[config.mk]
export PLATFORM = sky130hd
export DESIGN_NAME = fab_ctrl
export DESIGN_NICKNAME = d
export VERILOG_FILES = /design/src/rtl/fab_pkg.sv /design/src/rtl/fab_ctrl.sv
export VERILOG_INCLUDE_DIRS = /design/src /design/src/rtl
export SDC_FILE = /design/constraint.sdc
export NUM_CORES = 1
export LEC_CHECK = 0
export BUFFER_PORTS_ARGS = -buffer_cell sky130_fd_sc_hd__buf_4
export CAP_MARGIN = 25
export CORE_AREA = 2 2 39 41
export CTS_CLUSTER_DIAMETER = 100
export DETAILED_ROUTE_END_ITERATION = 8
export DIE_AREA = 0 0 41 43
export GPL_TIMING_DRIVEN = 1
export PLACE_DENSITY_LB_ADDON = 0.2
export SLEW_MARGIN = 40
export SYNTH_ARGS = -nofsm -noshare
export SYNTH_HDL_FRONTEND = slang
export SYNTH_SLANG_ARGS = --single-unit
[constraint.sdc]
create_clock -name i_clk -period 1.5 [get_ports i_clk]
set_clock_uncertainty 0.2 [all_clocks]
set_input_delay 0.075 -clock i_clk [delete_from_list [all_inputs] [get_ports i_clk]]
set_output_delay 0.075 -clock i_clk [all_outputs]
set_load 0.01 [all_outputs]
[src/rtl/framebuffer_alpha_blit_top_macros.svh]
// ----------------------------------------------------------------------------
// framebuffer alpha blitter assertion macros
// shared concurrent assertion forms, clocked on i_clk, idle while i_rst_n is low
// ----------------------------------------------------------------------------
`ifndef FRAMEBUFFER_ALPHA_BLIT_TOP_MACROS_SVH
`define FRAMEBUFFER_ALPHA_BLIT_TOP_MACROS_SVH

// same-cycle implication
`define FAB_ASSERT_IMPLY(lbl, ante, cons) \
    lbl: assert property (@(posedge i_clk) disable iff (!i_rst_n) (ante) |-> (cons)) \
        else $error("fab assertion failed");

// next-cycle implication
`define FAB_ASSERT_NEXT(lbl, ante, cons) \
    lbl: assert property (@(posedge i_clk) disable iff (!i_rst_n) (ante) |=> (cons)) \
        else $error("fab assertion failed");

`endif

[src/rtl/fab_pkg.sv]
// ----------------------------------------------------------------------------
// fab_pkg
// shared sizes, codes and control types of the framebuffer alpha blitter
// ----------------------------------------------------------------------------
package fab_pkg;

    // framebuffer geometry
    localparam int MAX_WIDTH  = 128;
    localparam int MAX_HEIGHT = 128;
    localparam int FB_DEPTH   = MAX_WIDTH * MAX_HEIGHT;
    localparam int ADDR_W     = $clog2(FB_DEPTH);
    localparam int MAX_DIM    = (MAX_WIDTH > MAX_HEIGHT) ? MAX_WIDTH : MAX_HEIGHT;
    localparam int DIM_W      = $clog2(MAX_DIM + 1);
    localparam int CRD_W      = ((DIM_W > 9) ? DIM_W : 9) + 2;

    // field widths
    localparam int PIX_W     = 32;
    localparam int POS_W     = 8;
    localparam int DIM_REG_W = 8;
    localparam int OFS_W     = 9;
    localparam int OPA_W     = 8;
    localparam int ALPHA_W   = 8;
    localparam int REQ_W     = 2;
    localparam int APB_DW    = 32;
    localparam int PADDR_W   = 5;

    // blend constants
    localparam logic [PIX_W-1:0]   RB_MASK      = 32'h00ff00ff;
    localparam logic [PIX_W-1:0]   G_MASK       = 32'h0000ff00;
    localparam logic [PIX_W-1:0]   RB_ROUND     = 32'h00800080;
    localparam logic [PIX_W-1:0]   G_ROUND      = 32'h00008000;
    localparam logic [PIX_W-1:0]   ALPHA_OPAQUE = 32'h000000ff;
    localparam logic [ALPHA_W-1:0] ALPHA_FULL   = 8'hff;

    // request kinds
    typedef enum logic [REQ_W-1:0] {
        REQ_WRITE = 2'd0,
        REQ_READ  = 2'd1,
        REQ_BLIT  = 2'd2
    } t_req;

    // register indexes
    typedef enum logic [2:0] {
        REG_FB_WIDTH    = 3'd0,
        REG_FB_HEIGHT   = 3'd1,
        REG_SRC_WIDTH   = 3'd2,
        REG_SRC_HEIGHT  = 3'd3,
        REG_OFFSET_X    = 3'd4,
        REG_OFFSET_Y    = 3'd5,
        REG_OPACITY     = 3'd6,
        REG_BLEND_MODE  = 3'd7
    } t_reg;

    // controller states
    typedef enum logic [2:0] {
        S_CLEAR,
        S_IDLE,
        S_CALC,
        S_RD,
        S_MIX,
        S_WB,
        S_DONE
    } t_state;

    // configuration registers
    typedef struct packed {
        logic [DIM_REG_W-1:0]    fb_width;
        logic [DIM_REG_W-1:0]    fb_height;
        logic [DIM_REG_W-1:0]    src_width;
        logic [DIM_REG_W-1:0]    src_height;
        logic signed [OFS_W-1:0] offset_x;
        logic signed [OFS_W-1:0] offset_y;
        logic [OPA_W-1:0]        opacity;
        logic                    blend_mode;
    } t_cfg;

    // controller to datapath
    typedef struct packed {
        logic clr;
        logic capture;
        logic calc;
        logic mem_rd;
        logic mix;
        logic mem_wr;
        logic out_load;
    } t_cmd;

    // datapath to controller
    typedef struct packed {
        logic clr_last;
        logic need_read;
        logic need_write;
        logic blend;
    } t_stat;

endpackage

[src/rtl/fab_ctrl.sv]
// ----------------------------------------------------------------------------
// fab_ctrl
// sequencer for clearing, per-word steps and the result handshake
// ----------------------------------------------------------------------------
`include "framebuffer_alpha_blit_top_macros.svh"

module fab_ctrl
    import fab_pkg::*;
(
    input  logic  i_clk,
    input  logic  i_rst_n,
    input  logic  i_in_valid,
    output logic  o_in_ready,
    output logic  o_out_valid,
    input  logic  i_out_ready,
    input  t_stat i_stat,
    output t_cmd  o_cmd
);

    t_state r_state;
    t_state n_state;
    logic   r_out_valid;
    logic   n_out_valid;

    // state register
    always_ff @(posedge i_clk) begin
        if (!i_rst_n) begin
            r_state     <= S_CLEAR;
            r_out_valid <= 1'b0;
        end else begin
            r_state     <= n_state;
            r_out_valid <= n_out_valid;
        end
    end

    // next state
    always_comb begin
        n_state = r_state;
        unique case (r_state)
            S_CLEAR: begin
                if (i_stat.clr_last) n_state = S_IDLE;
            end
            S_IDLE: begin
                if (i_in_valid) n_state = S_CALC;
            end
            S_CALC: begin
                if (i_stat.need_read) begin
                    n_state = S_RD;
                end else if (i_stat.need_write) begin
                    n_state = S_WB;
                end else begin
                    n_state = S_DONE;
                end
            end
            S_RD:  n_state = S_MIX;
            S_MIX: n_state = i_stat.blend ? S_WB : S_DONE;
            S_WB:  n_state = S_DONE;
            S_DONE: begin
                if (!r_out_valid || i_out_ready) n_state = S_IDLE;
            end
            default: n_state = S_CLEAR;
        endcase
    end

    // commands
    always_comb begin
        o_cmd          = '0;
        o_cmd.clr      = (r_state == S_CLEAR);
        o_cmd.capture  = (r_state == S_IDLE) && i_in_valid;
        o_cmd.calc     = (r_state == S_CALC);
        o_cmd.mem_rd   = (r_state == S_RD);
        o_cmd.mix      = (r_state == S_MIX);
        o_cmd.mem_wr   = (r_state == S_WB);
        o_cmd.out_load = (r_state == S_DONE) && (!r_out_valid || i_out_ready);
    end

    // result valid flag
    always_comb begin
        n_out_valid = r_out_valid;
        if (o_cmd.out_load) begin
            n_out_valid = 1'b1;
        end else if (i_out_ready) begin
            n_out_valid = 1'b0;
        end
    end

    assign o_in_ready  = (r_state == S_IDLE);
    assign o_out_valid = r_out_valid;

    `FAB_ASSERT_NEXT(a_accept_to_calc, (r_state == S_IDLE) && i_in_valid, r_state == S_CALC)
    `FAB_ASSERT_IMPLY(a_load_when_free, o_cmd.out_load, !r_out_valid || i_out_ready)
    `FAB_ASSERT_IMPLY(a_clear_complete, (r_state == S_IDLE) && ($past(r_state) == S_CLEAR), $past(i_stat.clr_last))
    `FAB_ASSERT_IMPLY(a_wb_origin, r_state == S_WB, ($past(r_state) == S_CALC) || ($past(r_state) == S_MIX))

endmodule
==> impl_metrics.py, run 1 <==
metrics = {
    "layout": {
        "fin_nets": 73,
        "layout-drive-gt1-share_pct": 46.0,
        "antenna_cells": 0,
        "fin_cells": 79,
        "area_growth_pct": 65.3,
        "fill_cells": 158,
        "stdcell_area_um2": 513,
        "fin_util_pct": 37.1,
    },
    "routing": {
        "drtPass1Iterations": 4,
        "drc": 0,
        "ant_nets": 0,
        "routed_via_density": 4.56,
        "drtIter0Drc": 18,
        "drt-wirelength-per-cell_um": 10.1,
        "wl_um": 797,
        "vias": 360,
    },
    "synthesis": {
        "synth_top_area_share_pct": 25.8,
        "async_reset_ff_share_pct": 0,
        "synth_area_leaders": "dfxtp_1 26%, nor3b_1 7.3%, a21oi_1 6.5%",
        "avgSynthCellArea_um2": 7.39,
        "synth_edf_count": 0,
        "synth_commonest_cells": "4 x a21oi_1, 4 x dfxtp_1, 4 x nand2_1",
        "seq_area_frac_synth_pct": 25.8,
        "syn_nets": 50,
        "yosysWarnings": 0,
        "synthDominantAreaCellType": "dfxtp_1",
        "synth_seq_cells": 4,
        "synthFlopType": "dfxtp_1",
        "synthDistinctLibCells": 21,
        "netlist_instances": 42,
        "synthesis.area_um2": 310,
    },
    "clock_tree": {
        "cts_root_buf": "clkbuf_4",
        "clk_pin_slew_worst_paths_ns": 0.04,
        "numCtsBuffers": 3,
        "cts_hold_buf": 2,
        "clk_path_buf_depth": 2,
        "cts_max_level": 1,
        "cts_tree": "done",
        "clock_latency_ns": 0.23,
        "cts_sinks": 4,
    },
    "critical_path": {
        "crit_type": "flip-flop to output pin",
        "r2r-start": "r_state[1]",
        "critPathRequiredTime_ns": 1.22,
        "max_stage_delay_ns": 0.33,
        "critPathLaunchType": "flip-flop",
        "worstSetupEndpointType": "output pin",
        "critical_path.slowest_cell": "dfxtp_4",
        "crit_chain": "buf_4 > nor3_4 > and2_1 > buf_4",
        "cp_common_cell": "buf_4",
        "startpoint": "r_state[1]",
        "crit_arrival_ns": 1.16,
        "cp_max_fo": 4,
    },
    "sta": {
        "setup_violations": 0,
        "finalSetupTns_ns": 0,
        "fin_crit_sh_pct": 95.5,
        "worst_slew_pin_slew_ns": 0.299,
        "fmax_mhz": 698,
        "worst_slack_ns": 0.0671,
        "slew_headroom_pct": 80.0,
        "slew_violations": 0,
        "min_period_ns": 1.43,
        "holdWs_ns": -0.0357,
        "timing.final.hold_violations": 1,
    },
    "global_routing": {
        "grt_max_degree": 10,
        "grt_pass1_vias": 288,
        "grt_pass1_wl_mm": 1.12,
        "overflow": 0,
        "globalRouteTotalUtil_pct": 10.5,
        "antenna_found_initial": 0,
    },
    "floorplan": {
        "dieArea_um2": 1760,
        "rows": 14,
        "start_util_pct": 22.4,
        "io_pins": 17,
        "die_h_um": 43,
        "fp.dieW_um": 41,
        "fp.coreArea_um2": 1380,
    },
    "place": {
        "pre_cts_slack_ns": 0.139,
        "gp_congestion": 0.737,
        "io_buffers": 16,
        "place_inst": 73,
        "post-dp-hpwl_um": 590,
        "placed_area_um2": 448,
    },
    "power": {
        "vdd_drop_max_mv": 0.413,
        "p_leak_nw": 0.239,
        "p_per_area_nw_per_um2": 951,
        "power_uw": 488,
    },
    "status": {
        "violations": "hold timing",
        "status": "finished, violations left",
    },
    "hold_path": {
        "hold_class": "input pin to flip-flop",
        "min-delay-start": "i_out_ready",
    },
    "job": {
        "cap_violations": 0,
    },
}
==> path summary, 6_finish.rpt <==
| check | cells past startpoint | slack (ns) | endpoint |
|---|---|---|---|
| setup / recovery | 4 | 0.07 | o_cmd[5] |
| hold / removal | 4 | -0.04 | r_state[1] |
| setup reg to reg | 6 | 0.16 | r_state[1] |
| hold reg to reg | 3 | 0.45 | r_state[1] |
==> layout make-up <==
class	instances	area, um2	share of cell area [%]
Multi-Input combinational cell	31	200	39.0
Inverter	3	11.3	2.20
Timing Repair Buffer	22	170	33.2
Sequential cell	4	88.8	17.3
Clock buffer	3	22.5	4.39
Tap cell	16	20.0	3.90
==> cells in the final DEF (no fill, tap or decap), types with 3 or more instances in the layout <==
master and count:
a21oi_1 4, nor2_1 3, buf_4 20, nand2_1 4, nor3b_1 3, clkbuf_4 3
==> layer usage <==
layer	wire length (um)	vias up	global-route usage (%)
li1	-	185	-
met1	355	161	9.68
met2	375	14	14.7
met3	66	0	9.42
met4	0	0	6.00
met5	0	-	0
==> sequential cells by signal, indices dropped and copies added (netlist names) <==
signal / cells
o_out_valid: 1
r_state: 3
==> worst max-delay path, delay by kind of cell, from the launching register on <==
family	cells	cell delay [ns]
buffers and inverters	2	0.26
and+or+nand+nor	2	0.33
DFF	1	0.33
==> report_power, final <==
part	switching, mW	leakage (nW)	internal, mW	total (mW)
Clock	0.0438	0.0138	0.0895	0.133
Combinational	0.0981	0.191	0.113	0.211
Sequential	0.0210	0.0344	0.123	0.144
==> cell families after synthesis <==
group	count (synthesis)	share of synthesized area, %
AND/OR/NAND/NOR	21	43.1
AO/OA/AOI/OAI	10	19.4
buffers and inverters	7	11.7
flip-flops	4	25.8
==> what timing repair did <==
item | 4_1_cts | 5_1_grt
setup buffers | 0 | 1
endpoints found under the hold margin | 4 | 1
endpoints found under the setup margin | 2 | 2
gates resized for setup | 3 | 3
pin swaps | 0 | 2
(Power assumes the default switching activity.)
==> inputs of run 2 (changes only) <==
PLACE_DENSITY_LB_ADDON = 0.15   (was 0.2)
==> impl_metrics.py, run 2 (same netlist as run 1, synthesis figures left out) <==
metrics = {
    "status": {
        "status": "finished, violations left",
        "violations": "hold timing",
    },
    "sta": {
        "worst_slew_pin_slew_ns": 0.325,
        "rsz0062_at_grt": "no",
        "holdWs_ns": -0.0376,
        "finalSetupTns_ns": 0,
        "fmax_mhz": 721,
        "min_period_ns": 1.39,
        "setup_violations": 0,
        "slew_violations": 0,
        "fin_crit_sh_pct": 92.5,
        "timing.final.hold_violations": 1,
        "worst_slack_ns": 0.113,
        "slew_headroom_pct": 78.3,
    },
    "clock_tree": {
        "cts_sinks": 4,
        "cts_setup_buffers": 0,
        "cts_tree": "done",
        "clk_pin_slew_worst_paths_ns": 0.04,
        "clk_path_buf_depth": 2,
        "cts_max_level": 1,
        "numCtsBuffers": 3,
        "clock_latency_ns": 0.23,
        "cts_hold_buf": 2,
        "cts_root_buf": "clkbuf_4",
    },
    "global_routing": {
        "grt_max_degree": 12,
        "globalRouteTotalUtil_pct": 11.3,
        "antenna_found_initial": 0,
        "grt_pass1_vias": 357,
        "grt_pass1_wl_mm": 1.34,
        "use_met1_pct": 12.6,
        "use_met3_pct": 4.71,
        "busiest_layer": "met2",
        "overflow": 0,
        "use_met2_pct": 17.5,
    },
    "place": {
        "pre_cts_slack_ns": 0.0735,
        "post-dp-hpwl_um": 577,
        "gp_congestion": 0.633,
        "io_buffers": 16,
        "place_inst": 72,
    },
    "routing": {
        "ant_nets": 0,
        "drt-wirelength-per-cell_um": 10.2,
        "routed_via_density": 4.56,
        "drc": 0,
        "wl_um": 784,
        "vias": 351,
        "drtIter0Drc": 2,
        "drtPass1Iterations": 4,
    },
    "floorplan": {
        "die_h_um": 43,
        "fp.coreArea_um2": 1380,
        "io_pins": 17,
        "rows": 14,
        "fp.dieW_um": 41,
        "start_util_pct": 22.4,
        "dieArea_um2": 1760,
    },
    "critical_path": {
        "cp_max_fo": 5,
        "critPathRequiredTime_ns": 1.22,
        "critPathLaunchType": "flip-flop",
        "crit_type": "flip-flop to output pin",
        "crit_arrival_ns": 1.11,
        "worstSetupEndpointType": "output pin",
    },
    "layout": {
        "fin_nets": 71,
        "regMostFlops": "r_state",
        "fill_cells": 160,
        "fin_cells": 77,
        "fin_util_pct": 35.5,
        "multi_input_area_um2": 200,
        "largest_reg_flops": 3,
        "layout_commonest_cell": "buf_4",
        "antenna_cells": 0,
        "mostFrequentLayoutCells": "18 x buf_4, 4 x nand2_1, 4 x a21oi_1",
        "area_growth_pct": 58.5,
        "layout-drive-gt1-share_pct": 44.3,
        "seqCellArea_um2": 82.6,
    },
    "power": {
        "power.internal_uw": 311,
        "p_seq_share_pct": 30.6,
        "vdd_drop_max_mv": 0.361,
        "p_sw_share_pct": 32.7,
        "p_per_area_nw_per_um2": 941,
        "p_leak_nw": 0.227,
        "combinationalPowerShare_pct": 41.7,
        "p_sw_uw": 151,
        "clockPowerShare_pct": 27.6,
    },
    "job": {
        "cap_violations": 0,
    },
    "hold_path": {
        "hold_class": "input pin to flip-flop",
    },
}
run 2: through the flow:
step / hold WS, ns / total power [mW] / area, um2
after floorplan: -0.00741 / 0.254 / 310
after global placement: 0.116 / 0.331 / 440
after detailed placement: 0.115 / 0.331 / 440
after CTS: -0.0418 / 0.470 / 484
after global routing: -0.0140 / 0.500 / 492
final: -0.0376 / 0.463 / 492
run 2: worst paths after layout:
path	from	to	slack, ns	cells past startpoint
setup / recovery	o_out_valid	o_cmd[0]	0.11	3
hold / removal	i_out_ready	r_state[1]	-0.04	4
setup reg to reg	r_state[2]	r_state[1]	0.13	6
hold reg to reg	r_state[0]	r_state[0]	0.37	3
run 2: what timing repair did:
| item | in CTS | in global routing |
|---|---|---|
| setup endpoints to repair | 1 | 3 |
| pin swaps | 0 | 0 |
| endpoints found under the hold margin | 4 | 1 |
| resized for setup | 1 | 2 |
run 2: power by group through the flow:
| stage | combinational [mW] | sequential [mW] | clock, mW |
|---|---|---|---|
| floorplan | 0.128 | 0.126 | 0 |
| global placement | 0.191 | 0.140 | 0 |
| detailed placement | 0.189 | 0.142 | 0 |
| CTS | 0.193 | 0.141 | 0.135 |
| global route | 0.216 | 0.145 | 0.139 |
| finish | 0.193 | 0.142 | 0.128 |
run 2: critical path, cell delays in order (launching register included):
cell and delay, ns:
dfxtp_1 0.33, nor2b_1 0.31, nor3_1 0.09, buf_4 0.15
run 2: cell type report:
type                            count  share of cell area, %
Tap cell                           16                   4.07
Timing Repair Buffer               20                   31.6
Clock buffer                        3                   4.58
Inverter                            3                   2.29
Sequential cell                     4                   16.8
Multi-Input combinational cell     31                   40.7
run 2: metal layers:
metal / routed length, um / vias up / share of wire [%]
li1: - / 182 / -
met1: 367 / 158 / 47
met2: 354 / 11 / 45
met3: 63 / 0 / 8.0
met4: 0 / 0 / 0
met5: 0 / - / 0
==> inputs of run 3 (changes only) <==
ABC_CLOCK_PERIOD_IN_PS = 1400   (was not set)
clock period = 1.4 ns   (was 1.5 ns; I/O delays follow)
==> impl_metrics.py, run 3 (same netlist as run 1, synthesis figures left out) <==
metrics = {
    "hold_path": {
        "hold_class": "input pin to flip-flop",
    },
    "power": {
        "p_sw_uw": 194,
        "p_seq_share_pct": 30.3,
        "p_sw_share_pct": 35.1,
        "vdd_drop_max_mv": 0.310,
        "p_per_area_nw_per_um2": 1010,
        "clockPowerShare_pct": 28.2,
        "power_uw": 551,
        "power.internal_uw": 358,
        "p_leak_nw": 0.246,
        "combinationalPowerShare_pct": 41.5,
    },
    "floorplan": {
        "rows": 14,
        "die_h_um": 43,
        "fp.dieW_um": 41,
        "dieArea_um2": 1760,
        "start_util_pct": 22.4,
        "io_pins": 17,
        "fp.coreArea_um2": 1380,
    },
    "place": {
        "post-dp-hpwl_um": 632,
        "pre_cts_slack_ns": -0.0507,
        "placed_area_um2": 453,
        "gp_congestion": 0.706,
        "place_inst": 73,
        "io_buffers": 16,
    },
    "layout": {
        "layout_commonest_cell": "buf_4",
        "regMostFlops": "r_state",
        "fin_cells": 79,
        "fill_cells": 153,
        "largest_reg_flops": 3,
        "layout-drive-gt1-share_pct": 52.4,
        "antenna_cells": 0,
        "fin_nets": 73,
        "mostFrequentLayoutCells": "18 x buf_4, 4 x nand2_1, 4 x a21oi_1",
        "fin_util_pct": 39.4,
        "area_growth_pct": 75.8,
        "stdcell_area_um2": 546,
    },
    "global_routing": {
        "overflow": 0,
        "grt_pass1_wl_mm": 1.44,
        "grt_max_degree": 12,
        "grt_pass1_vias": 335,
        "antenna_found_initial": 0,
        "globalRouteTotalUtil_pct": 12.6,
    },
    "sta": {
        "worst_slack_ns": 0.00519,
        "finalSetupTns_ns": 0,
        "rsz0062_at_grt": "yes",
        "slew_violations": 0,
        "slew_headroom_pct": 85.3,
        "timing.final.hold_violations": 3,
        "min_period_ns": 1.39,
        "fmax_mhz": 717,
        "fin_crit_sh_pct": 99.6,
        "setup_violations": 0,
        "holdWs_ns": -0.0839,
        "worst_slew_pin_slew_ns": 0.219,
    },
    "routing": {
        "drtPass1Iterations": 4,
        "vias": 364,
        "drt-wirelength-per-cell_um": 10.7,
        "routed_via_density": 4.61,
        "ant_nets": 0,
        "wl_um": 843,
        "drtIter0Drc": 3,
        "drc": 0,
    },
    "critical_path": {
        "critPathLaunchType": "flip-flop",
        "critical_path.slowest_cell": "dfxtp_4",
        "worstSetupEndpointType": "output pin",
        "crit_chain": "inv_4 > nor3_4 > and2_1 > buf_4",
        "max_stage_delay_ns": 0.38,
        "crit_type": "flip-flop to output pin",
        "cp_max_fo": 5,
        "crit_arrival_ns": 1.12,
        "critPathRequiredTime_ns": 1.13,
    },
    "status": {
        "violations": "hold timing",
        "status": "finished, violations left",
    },
    "clock_tree": {
        "clk_path_buf_depth": 2,
        "cts_sinks": 4,
        "clock_latency_ns": 0.25,
        "cts_tree": "done",
        "clk_pin_slew_worst_paths_ns": 0.04,
        "cts_hold_buf": 3,
        "cts_max_level": 1,
        "numCtsBuffers": 3,
        "cts_setup_buffers": 0,
        "cts_root_buf": "clkbuf_4",
    },
    "job": {
        "cap_violations": 0,
    },
}
run 3: cell count changes in the layout (fill, tap and decap cells not counted), sizes merged:
| cell | change |
|---|---|
| buf | +1 |
| dlygate4sd3 | +1 |
run 3: critical path, delay by kind of cell, from the launching register on:
family,cells,cell delay (ns)
DFF,1,0.38
buffers and inverters,2,0.17
and+or+nand+nor,2,0.33
run 3: timing repair:
item                       in CTS  in global routing
setup endpoints to repair       8                  4
pin swaps                       0                  1
gates resized for setup         6                  6
hold endpoints to repair        4                  2
run 3: final timing paths:
check	start	endpoint	slack, ns	cells past startpoint
max	r_state[0]	o_cmd[5]	0.005	4
min	i_out_ready	r_state[1]	-0.08	4
max reg2reg	r_state[2]	r_state[1]	0.11	5
min reg2reg	r_state[1]	r_state[2]	0.36	2
run 3: layout make-up:
type                            count  area (um2)  area share (%)
Multi-Input combinational cell     31         224            41.1
Timing Repair Buffer               22         176            32.3
Sequential cell                     4        88.8            16.3
Clock buffer                        3        22.5            4.13
Tap cell                           16        20.0            3.67
Inverter                            3        13.8            2.52
run 3: per-layer routing:
metal	vias to the layer above	global-route usage [%]	share of wire, %
met5	-	0	0
met4	0	10.0	3.0
met3	3	4.71	7.7
met2	14	17.2	47
met1	159	14.8	43
li1	188	-	-
run 3: power by group through the flow:
stage | clock network (mW) | registers [mW] | logic [mW]
after global placement | 0 | 0.161 | 0.211
after global routing | 0.163 | 0.172 | 0.257
final | 0.156 | 0.167 | 0.229
after detailed placement | 0 | 0.160 | 0.208
after floorplan | 0 | 0.135 | 0.142
after CTS | 0.158 | 0.164 | 0.224
